File: config.mk
export PLATFORM = sky130hd
export DESIGN_NAME = msm_ctrl
export DESIGN_NICKNAME = d
export VERILOG_FILES = /design/src/hw/rtl/multi_stack_shared_memory_defines.svh /design/src/hw/rtl/msm_pkg.sv /design/src/hw/rtl/msm_ctrl.sv
export SDC_FILE = /design/constraint.sdc
export NUM_CORES = 1
export LEC_CHECK = 0
export BUFFER_PORTS_ARGS = -buffer_cell sky130_fd_sc_hd__buf_2
export CAP_MARGIN = 20
export CORE_AREA = 4 4 41 43
export DETAILED_ROUTE_END_ITERATION = 10
export DIE_AREA = 0 0 45 47
export PLACE_DENSITY_LB_ADDON = 0.05
export SLEW_MARGIN = 15
export SYNTH_ARGS = -nofsm -noshare
export SYNTH_HDL_FRONTEND = slang
export SYNTH_SLANG_ARGS = --single-unit
File: constraint.sdc
create_clock -name clock -period 1.2 [get_ports clock]
set_input_delay 0.12 -clock clock [delete_from_list [all_inputs] [get_ports clock]]
set_output_delay 0.12 -clock clock [all_outputs]
set_load 0.05 [all_outputs]
File: src/hw/rtl/multi_stack_shared_memory_defines.svh
`ifndef MULTI_STACK_SHARED_MEMORY_DEFINES_SVH
`define MULTI_STACK_SHARED_MEMORY_DEFINES_SVH

// The consequent must hold in the same cycle as the antecedent.
`define MSM_ASSERT_SAME(label, clk, rst, ante, cons) \
   label: assert property (@(posedge clk) disable iff (rst) (ante) |-> (cons)) \
      else $error("assertion failed: consequent does not hold in the same cycle");

// The consequent must hold in the cycle after the antecedent.
`define MSM_ASSERT_NEXT(label, clk, rst, ante, cons) \
   label: assert property (@(posedge clk) disable iff (rst) (ante) |=> (cons)) \
      else $error("assertion failed: consequent does not hold in the next cycle");

`endif

File: src/hw/rtl/msm_pkg.sv
package msm_pkg;

   localparam int DEPTH = 128;
   localparam int STACKS = 4;
   localparam int REGION = DEPTH / STACKS;

   localparam int ADDR_W = $clog2(DEPTH);
   localparam int FILL_W = $clog2(DEPTH + 1);

   localparam int FUNC_W = 3;
   localparam int SEL_W = 2;
   localparam int DATA_W = 32;
   localparam int STATUS_W = 2;
   localparam int COUNT_W = 8;

   localparam int REQ_DATA_W = 32;
   localparam int REQ_USER_W = 8;
   localparam int RSP_DATA_W = 48;
   localparam int RSP_USER_W = 8;

   localparam logic [FUNC_W-1:0] OP_PUSH = 3'd0;
   localparam logic [FUNC_W-1:0] OP_POP = 3'd1;
   localparam logic [FUNC_W-1:0] OP_SHR = 3'd2;
   localparam logic [FUNC_W-1:0] OP_SHL = 3'd3;
   localparam logic [FUNC_W-1:0] OP_REINIT = 3'd4;

   localparam logic [STATUS_W-1:0] ST_OK = 2'd0;
   localparam logic [STATUS_W-1:0] ST_FULL = 2'd1;
   localparam logic [STATUS_W-1:0] ST_EMPTY = 2'd2;

   typedef enum logic [2:0] {
      S_IDLE,
      S_DECODE,
      S_SH_RD,
      S_SH_WR,
      S_FINISH
   } state_type;

   typedef struct packed {
      logic capture;
      logic idx_init;
      logic shift_rd;
      logic move;
      logic commit;
   } cmd_type;

   typedef struct packed {
      logic shift_go;
      logic last_move;
      logic rsp_busy;
   } status_type;

   function automatic logic [FILL_W-1:0] region_base(input logic [SEL_W-1:0] k);
      return FILL_W'(int'(k) * REGION);
   endfunction

   function automatic logic [FILL_W-1:0] region_cap(input logic [SEL_W-1:0] k);
      if (int'(k) + 1 >= STACKS) begin
         return FILL_W'(DEPTH - int'(k) * REGION);
      end
      return FILL_W'(REGION);
   endfunction

endpackage

File: src/hw/rtl/msm_ctrl.sv
module msm_ctrl (
   input  logic                 clock,
   input  logic                 reset,
   input  logic                 req_tvalid,
   input  msm_pkg::status_type  status,
   output msm_pkg::cmd_type     cmd,
   output logic                 req_tready
);

   msm_pkg::state_type state_ff, state_in;

   always_ff @(posedge clock) begin
      if (reset) begin
         state_ff <= msm_pkg::S_IDLE;
      end else begin
         state_ff <= state_in;
      end
   end

   always_comb begin
      state_in = state_ff;
      unique case (state_ff)
         msm_pkg::S_IDLE: begin
            if (req_tvalid) begin
               state_in = msm_pkg::S_DECODE;
            end
         end
         msm_pkg::S_DECODE: begin
            state_in = status.shift_go ? msm_pkg::S_SH_RD : msm_pkg::S_FINISH;
         end
         msm_pkg::S_SH_RD: begin
            state_in = msm_pkg::S_SH_WR;
         end
         msm_pkg::S_SH_WR: begin
            state_in = status.last_move ? msm_pkg::S_FINISH : msm_pkg::S_SH_RD;
         end
         msm_pkg::S_FINISH: begin
            if (!status.rsp_busy) begin
               state_in = msm_pkg::S_IDLE;
            end
         end
         default: begin
            state_in = msm_pkg::S_IDLE;
         end
      endcase
   end

   always_comb begin
      cmd = '0;
      req_tready = 1'b0;
      unique case (state_ff)
         msm_pkg::S_IDLE: begin
            req_tready = 1'b1;
            cmd.capture = req_tvalid;
         end
         msm_pkg::S_DECODE: begin
            cmd.idx_init = 1'b1;
         end
         msm_pkg::S_SH_RD: begin
            cmd.shift_rd = 1'b1;
         end
         msm_pkg::S_SH_WR: begin
            cmd.move = 1'b1;
         end
         msm_pkg::S_FINISH: begin
            cmd.commit = !status.rsp_busy;
         end
         default: begin
            cmd = '0;
         end
      endcase
   end

endmodule

Word-level counts from Yosys, hierarchy flattened
Cells that the tools add are included.
{"block": "word_totals", "regBits": 3, "input_bits": 6, "out_inout_bits": 6, "wordCells": 21}
{"block": "op_classes", "eq_ne": 6, "mux": 11, "reduce_logical": 3}
{"op": "3-bit case mux with 5 select lines", "count": 1}
{"op": "3-bit two-way mux", "count": 4}
{"op": "3-bit by 2-bit equality test with 1-bit output, second input constant", "count": 2}
{"op": "1-bit two-way mux", "count": 6}
{"op": "2-bit inequality test, second input constant", "count": 2}
{"op": "3-bit by 1-bit equality test with 1-bit output, second input constant", "count": 1}
{"op": "3-bit equality test, second input constant", "count": 1}
{"op": "3-bit logical NOT", "count": 1}
{"op": "2-bit AND reduction", "count": 1}
{"op": "1-bit logical NOT", "count": 1}

Logic depth before layout (Yosys ltp)
Gate-level depths: netlist of run 1.
{"block": "logic_depth", "word_depth": 3, "ltp_mapped": 3, "ltp_nobuf": 3}

Worst setup path before layout of run 1
OpenSTA, ideal clock, no wires.
{"block": "synth_timing", "path_type": "register to output", "startpoint": "register state_ff[0]", "endpoint": "output cmd[4] (netlist bit)", "t_arrival_ns": 2.046, "required_ns": 1.080, "setup_slack_ns": -0.966, "stages_incl_launch_ff": 3, "n_path_buf": 0, "cell_sequence": "dfxtp_1 > nor3_1 > and2_1"}
{"element": "start, declared", "line": "msm_ctrl.sv:10", "source": "msm_pkg::state_type state_ff, state_in;"}
{"element": "start signal, assigned", "line": "msm_ctrl.sv:14", "source": "state_ff <= msm_pkg::S_IDLE;"}
{"element": "start signal, assigned", "line": "msm_ctrl.sv:16", "source": "state_ff <= state_in;"}
{"element": "end, declared", "line": "msm_ctrl.sv:6", "source": "output msm_pkg::cmd_type cmd,"}

==> results of run 1 <==
[metrics by stage]
stage          setup WS (ns)  area (um2)  total power, uW
2_1_floorplan         -0.160         188              208
3_3_place_gp          0.0299         262              240
3_5_place_dp          0.0551         262              239
4_1_cts            0.0000564         362              452
5_1_grt              -0.0544         383              484
6_report              0.0156         383              448
[final cells by class]
type | count | area (um2) | share of cell area [%]
Clock buffer | 4 | 26.3 | 6.86
Inverter | 1 | 3.75 | 0.980
Multi-Input combinational cell | 18 | 150 | 39.2
Sequential cell | 3 | 71.3 | 18.6
Tap cell | 15 | 18.8 | 4.90
Timing Repair Buffer | 14 | 113 | 29.4
[placed cells by master, fill, tap and decap left out, drive strengths merged]
cell and n:
nand2 2, clkbuf 4, nand4b 1, nand2b 1
nor3 3, dfxtp 3, inv 1, and2 1
nor4 1, nor2b 1, nor2 6, o41ai 1
buf 14, a22oi 1
[cells by family (layout without fill, tap and decap cells)]
group | Yosys count | after routing
AND/OR/NAND/NOR | 16 | 16
AO/OA/AOI/OAI | 2 | 2
buffers and inverters | 1 | 19
flip-flops | 3 | 3
[worst paths after layout]
kind / to / slack, ns / cells after the start
max reg2reg: state_ff[2] / 0.26 / 2
min: state_ff[0] / 0.10 / 2
min reg2reg: state_ff[0] / 0.47 / 1
max: cmd[4] / 0.02 / 3
[synth_stat cells]
library cell  instances  area (um2)
nor2b_1               1        6.26
dfxtp_1               3        60.1
nor2_1                6        22.5
nand2_1               2        7.51
and2_1                1        6.26
nor3_1                3        15.0
o41ai_2               1        16.3
nor4_1                1        6.26
nand4b_1              1        8.76
a22oi_1               1        7.51
inv_1                 1        3.75
nand2b_1              1        6.26
[per-layer routing]
metal	routed length, um	GRT usage, %	vias up
met5	0	0	-
met4	0	7.02	0
met3	43	4.98	0
met2	193	5.37	10
met1	277	7.48	90
li1	-	-	115
[power groups by stage]
stage | Sequential (uW) | Combinational, uW | Clock (uW)
finish | 122 | 151 | 175
global route | 123 | 160 | 201
CTS | 121 | 143 | 187
detailed placement | 123 | 116 | 0
global placement | 124 | 115 | 0
floorplan | 120 | 88.3 | 0
[repair_timing]
item / 4_1_cts / 5_1_grt
pin swaps: 3 / 1
endpoints found under the hold margin: 0 / 0
resized for setup: 20 / 3
endpoints found under the setup margin: 6 / 6
setup buffers: 2 / 1
==> flow_summary.json, run 1 <==
{
  "synth_top_family_by_area": "simple AND/OR/NAND/NOR gates",
  "grt_pass1_vias": 186,
  "rsz0062_at_grt": "yes",
  "gp_congestion": 0.750,
  "post_synth.cell_area_avg_um2": 7.56,
  "switching_power_uw": 156,
  "period_minus_slack_ns": 1.18,
  "crit_path_max_fanout": 6,
  "synth_seq_area_share_pct": 36.1,
  "area_growth_pct": 130,
  "synth_xor_area_share_pct": 0,
  "io_buffer_count": 11,
  "clock_power_share_pct": 39.1,
  "crit_buf_inv": 1,
  "drt_first_pass_iters": 2,
  "p_comb_share_pct": 33.7,
  "end_kind": "primary output",
  "grtUsageTotal_pct": 6.08,
  "worstHoldStart": "reset",
  "dp_hpwl_um": 399,
  "max_freq_ghz": 0.844,
  "layout-drive-gt1-share_pct": 72.5,
  "crit_type": "reg -> out",
  "ant_nets": 0,
  "stdcell_count": 55,
  "slowest_stage": "dfxtp_4",
  "drt-total-wl_um": 514,
  "power_per_cell_area_nw_per_um2": 1170,
  "seqPwrFrac_pct": 27.3,
  "tightest_slew_ns": 0.234,
  "layout_worst_path_cycle_share_pct": 98.7,
  "syn-num-nets": 28,
  "hold_buffers": 0,
  "start_util_pct": 12.8,
  "ios": 12,
  "route.detailed.drc": 0,
  "min-delay-path-class": "in -> reg",
  "antenna_found_initial": 0,
  "path_clk_slew_ns": 0.04,
  "fp.dieArea_um2": 2120,
  "setup-violations-final": 0,
  "routedWlPerCell_um": 9.35,
  "syn_area_um2": 166,
  "outcome": "completed",
  "internal_power_uw": 292,
  "top_register": "state_ff",
  "slew_headroom_pct": 84.2,
  "antenna_cells": 0,
  "reg_top3": "state_ff: 3 flops",
  "clock_latency_ns": 0.23,
  "num_rows": 13,
  "nNetsFinal": 47,
  "synth_cells": 22,
  "initialDrtViolationCount": 3,
  "dp_cells": 48,
  "crit_start": "state_ff[2]",
  "drv_slew": 0,
  "grt_max_degree": 8,
  "crit_chain": "nor3_4 -> and2_4 -> buf_8",
  "p_leak_uw": 0.000156,
  "cp_top_family": "flip-flops",
  "largest_register_ff_count": 3,
  "final_core_util_pct": 29.4,
  "switching_share_pct": 34.7,
  "cts_tree": "built",
  "yosys_warnings": 0,
  "clk_path_buf_depth": 2,
  "hold_viol_final": 0,
  "numCtsBuffers": 3,
  "yosys.area_share.adder_pct": 0,
  "cts.sinks": 3,
  "synth_compound_area_share_pct": 14.3,
  "core_um2": 1300,
  "critPathMaxStageDelay_ns": 0.36,
  "startpoint_type": "flip-flop",
  "die_w_um": 45,
  "synth-simple-area-share_pct": 47.4,
  "crit-reg2reg-launch": "state_ff[2]",
  "holdWs_ns": 0.101,
  "fin_skew_ns": 0.00103,
  "yosysUniqueCellTypes": 12,
  "fin_tns_setup_ns": 0,
  "vias": 215,
  "yosys-mux-area-fraction_pct": 0,
  "cts.htree.levels": 1,
  "maxCapViolCount": 0,
  "routed_via_density": 3.91,
  "grt_first_pass_wirelength_um": 800,
  "cp.arrival_ns": 1.06,
  "die_height_um": 47,
  "cp_data_required_time_ns": 1.08,
  "peakVddDrop_uv": 515,
  "synth_seq_cells": 3,
  "n_fill_cell": 155,
  "grt-ovfl-total": 0,
  "cts_root_buffer": "clkbuf_4"
}
Note: power is estimated with default switching activity, not from simulation.
==> run 2: changes to the inputs <==
--- a/config.mk
+++ b/config.mk
@@ -8,9 +8,10 @@
 export BUFFER_PORTS_ARGS = -buffer_cell sky130_fd_sc_hd__buf_2
 export CAP_MARGIN = 20
 export CORE_AREA = 4 4 41 43
+export CTS_CLUSTER_DIAMETER = 60
 export DETAILED_ROUTE_END_ITERATION = 10
 export DIE_AREA = 0 0 45 47
-export PLACE_DENSITY_LB_ADDON = 0.05
+export PLACE_DENSITY = 0.3
 export SLEW_MARGIN = 15
 export SYNTH_ARGS = -nofsm -noshare
 export SYNTH_HDL_FRONTEND = slang
==> flow_summary.json, run 2 (synthesis results as in run 1) <==
{
  "max_freq_ghz": 0.836,
  "io_buffer_count": 11,
  "drt_first_pass_iters": 1,
  "cts_tree": "built",
  "gr-usage-met3_pct": 3.45,
  "outcome": "completed",
  "cts.sinks": 3,
  "fp.dieArea_um2": 2120,
  "power_per_cell_area_nw_per_um2": 1120,
  "area_growth_pct": 147,
  "maxCapViolCount": 0,
  "register_area_um2": 71.3,
  "critPathMaxStageDelay_ns": 0.36,
  "place_area_um2": 262,
  "path_clk_slew_ns": 0.04,
  "route.detailed.drc": 0,
  "slowest_stage": "dfxtp_4",
  "ant_nets": 0,
  "crit-reg2reg-launch": "state_ff[1]",
  "die_w_um": 45,
  "antenna_cells": 0,
  "hold_viol_final": 0,
  "crit_start": "state_ff[2]",
  "core_um2": 1300,
  "top_register": "state_ff",
  "layout_worst_path_cycle_share_pct": 99.7,
  "layout-drive-gt1-share_pct": 78.0,
  "vias": 226,
  "rsz0062_at_grt": "yes",
  "drv_slew": 0,
  "multi_input_area_um2": 163,
  "r2r_cells": 4,
  "crit_path_max_fanout": 6,
  "grt_use_met1_pct": 6.12,
  "fin_tns_setup_ns": 0,
  "fin_skew_ns": 0.00449,
  "grt-ovfl-total": 0,
  "mostFrequentLayoutCell": "buf_2",
  "die_height_um": 47,
  "cts_root_buffer": "clkbuf_4",
  "min-delay-path-class": "in -> reg",
  "routed_via_density": 4.04,
  "grtUsageMet2_pct": 11.0,
  "grt_pass1_vias": 249,
  "gp_congestion": 0.690,
  "p_leak_uw": 0.000167,
  "initialDrtViolationCount": 0,
  "num_rows": 13,
  "crit_chain": "nor3_4 -> and2_4 -> buf_8",
  "slew_headroom_pct": 83.6,
  "period_minus_slack_ns": 1.20,
  "setup-violations-final": 0,
  "grtUsageTotal_pct": 6.87,
  "drt-total-wl_um": 551,
  "startpoint_type": "flip-flop",
  "worstHoldStart": "reset",
  "start_util_pct": 12.8,
  "grt_first_pass_wirelength_um": 966,
  "end_kind": "primary output",
  "grt-busiest-layer": "met2",
  "numCtsBuffers": 3,
  "fin_area_um2": 410,
  "peakVddDrop_uv": 397,
  "cts.htree.levels": 1,
  "reg_top3": "state_ff: 3 flops",
  "crit_type": "reg -> out",
  "routedWlPerCell_um": 9.84,
  "nNetsFinal": 48,
  "ios": 12,
  "largest_register_ff_count": 3,
  "cp.arrival_ns": 1.08,
  "cp_data_required_time_ns": 1.08,
  "clk_path_buf_depth": 2,
  "tightest_slew_ns": 0.248,
  "dp_hpwl_um": 372,
  "clock_latency_ns": 0.23,
  "min_path_cells": 2,
  "grt_max_degree": 8,
  "antenna_found_initial": 0,
  "final_cell_mix": "buf_2 (6), buf_6 (4)",
  "n_fill_cell": 143
}
## run 2: changes by cell type in the layout (fill, tap and decap cells not counted), sizes merged
cell  before  now
buf       14   15
## run 2: per-layer routing
layer  part of all wire (%)  vias to the layer above
met3                    6.9                        0
met1                     29                      103
met5                      0                        -
li1                       -                      118
met4                      0                        0
met2                     64                        5
## run 2: what timing repair did
item / CTS / global route
endpoints found under the setup margin: 6 / 5
resized for setup: 19 / 10
hold buffers: 0 / 0
setup buffers: 4 / 0
pin swaps: 2 / 5
## run 2: cell type report
| type | instances | area share (%) |
|---|---|---|
| Sequential cell | 3 | 17.4 |
| Tap cell | 15 | 4.57 |
| Inverter | 1 | 0.915 |
| Multi-Input combinational cell | 18 | 39.6 |
| Timing Repair Buffer | 15 | 31.1 |
| Clock buffer | 4 | 6.40 |
## run 2: metrics by stage
stage          hold WS [ns]  utilization (%)  std cells  power, uW  setup slack, ns
6_report             0.0977             31.5         56        461          0.00413
5_1_grt               0.110             31.5         56        495          -0.0451
4_1_cts              0.0802             28.7         56        463         -0.00889
3_5_place_dp          0.348             20.1         48        238           0.0501
3_3_place_gp          0.358             20.1         48        239           0.0500
2_1_floorplan         0.197                -         22        208           -0.160
## run 2: final timing paths
check,slack [ns],end
max,0.004,cmd[4]
min,0.1,state_ff[1]
max reg2reg,0.20,state_ff[1]
min reg2reg,0.53,state_ff[0]
## run 2: power breakdown
part	total (uW)	switching (uW)	internal, uW
clock	178	53.4	125
sequential	124	19.0	105
combinational	158	91.0	67.5
## run 2: worst max-delay path, delay by kind of cell, from the launching register on
kind                   cells  cell delay, ns
buffers and inverters      1            0.13
DFF                        1            0.36
and+or+nand+nor            2            0.34
==> run 3: changes to the inputs <==
--- a/config.mk
+++ b/config.mk
@@ -12,6 +12,7 @@
 export DETAILED_ROUTE_END_ITERATION = 10
 export DIE_AREA = 0 0 45 47
 export PLACE_DENSITY = 0.3
+export SETUP_SLACK_MARGIN = 0.5
 export SLEW_MARGIN = 15
 export SYNTH_ARGS = -nofsm -noshare
 export SYNTH_HDL_FRONTEND = slang
==> flow_summary.json, run 3 (synthesis results as in run 1) <==
{
  "cp.arrival_ns": 1.07,
  "cts_root_buffer": "clkbuf_4",
  "routedWlPerCell_um": 10.7,
  "gp_congestion": 0.694,
  "r2r_cells": 3,
  "crit_buf_inv": 1,
  "slowest_stage": "dfxtp_4",
  "crit_chain": "nor3_4 -> and2_4 -> buf_8",
  "path_clk_slew_ns": 0.04,
  "mostFrequentLayoutCell": "buf_2",
  "drt_first_pass_iters": 1,
  "slew_headroom_pct": 86.6,
  "outcome": "completed",
  "period_minus_slack_ns": 1.19,
  "antenna_cells": 0,
  "core_um2": 1300,
  "worstHoldStart": "reset",
  "peakVddDrop_uv": 303,
  "min_path_cells": 2,
  "grt_max_degree": 8,
  "drv_slew": 0,
  "area_growth_pct": 167,
  "routed_via_density": 4.02,
  "p_leak_uw": 0.000179,
  "die_w_um": 45,
  "cp_top_family": "flip-flops",
  "grtUsageTotal_pct": 6.95,
  "startpoint_type": "flip-flop",
  "critPathMaxStageDelay_ns": 0.36,
  "crit_cells": 3,
  "clock_latency_ns": 0.23,
  "power_per_cell_area_nw_per_um2": 1080,
  "layout_worst_path_cycle_share_pct": 98.9,
  "grt_pass1_vias": 236,
  "top_register": "state_ff",
  "fp.dieArea_um2": 2120,
  "vias": 225,
  "min-delay-path-class": "in -> reg",
  "rsz0062_at_grt": "yes",
  "ios": 12,
  "drt-total-wl_um": 600,
  "io_buffer_count": 11,
  "fin_skew_ns": 0.00101,
  "crit_type": "reg -> out",
  "grt-ovfl-total": 0,
  "crit_path_max_fanout": 4,
  "tightest_slew_ns": 0.199,
  "cp_data_required_time_ns": 1.08,
  "route.detailed.drc": 0,
  "crit-reg2reg-launch": "state_ff[0]",
  "numCtsBuffers": 3,
  "fin_area_um2": 444,
  "dp_hpwl_um": 410,
  "cts.sinks": 3,
  "die_height_um": 47,
  "max_freq_ghz": 0.843,
  "crit_start": "state_ff[2]",
  "fin_tns_setup_ns": 0,
  "clk_path_buf_depth": 2,
  "cts.htree.levels": 1,
  "initialDrtViolationCount": 0,
  "setup-violations-final": 0,
  "num_rows": 13,
  "hold_viol_final": 0,
  "holdWs_ns": 0.129,
  "final_cell_mix": "buf_2 (5), nor2_4 (4), clkbuf_4 (4)",
  "hold_buffers": 0,
  "nNetsFinal": 48,
  "maxCapViolCount": 0,
  "ant_nets": 0,
  "r2r_slack_ns": 0.26,
  "rr_endpoint": "state_ff[2]",
  "cts_tree": "built",
  "layout-drive-gt1-share_pct": 82.9,
  "largest_register_ff_count": 3,
  "crit_end": "cmd[4]",
  "antenna_found_initial": 0,
  "grt_first_pass_wirelength_mm": 1.01,
  "start_util_pct": 12.8,
  "reg_top3": "state_ff: 3 flops",
  "end_kind": "primary output",
  "place_area_um2": 304
}
## run 3: cell count changes in the layout (fill, tap and decap cells not counted), sizes merged
cell and delta:
buf -1, clkbuf +1
## run 3: final cells by class
cell class	instances	area (um2)
clock buffers	4	26.3
fillers	134	857
flip-flops and latches	3	71.3
repair buffers	15	134
inverters	1	3.75
multi-input cells	18	190
well taps	15	18.8
## run 3: routing by layer
| metal | track usage [%] | wire, um | vias to the layer above |
|---|---|---|---|
| met5 | 0 | 0 | - |
| met4 | 5.26 | 0 | 0 |
| met3 | 3.83 | 50 | 0 |
| met2 | 10.7 | 338 | 6 |
| met1 | 7.05 | 210 | 103 |
| li1 | - | - | 116 |
## run 3: worst register-to-register path: cells and delay by family, from the launching register on
family,cells,cell delay [ns]
AOI/OAI and AO/OA,1,0.17
buffers and inverters,1,0.14
DFF,1,0.43
and+or+nand+nor,1,0.10
## run 3: how the worst min path moves through the flow
stage | end | slack, ns
floorplan | state_ff[1] | 0.19
global placement | state_ff[0] | 0.35
detailed placement | state_ff[1] | 0.34
CTS | state_ff[0] | 0.10
global route | state_ff[0] | 0.14
finish | state_ff[0] | 0.13
## run 3: power breakdown
part	switching (uW)	internal (uW)
Sequential	20.0	105
Clock	54.3	125
Combinational	98.6	77.4
## run 3: per-stage QoR
step	utilization, %	worst slack [ns]	cells	power, uW
final	34.1	0.0137	56	480
after global routing	34.1	-0.0488	56	507
after CTS	32.1	0.00574	55	476
after detailed placement	23.4	0.102	48	253
after global placement	23.4	0.104	48	255
after floorplan	-	-0.114	22	222
## run 3: what timing repair did
action,4_1_cts,5_1_grt
gates resized for setup,19,4
pin swaps,5,3
setup endpoints to repair,9,9
buffers inserted,3,1
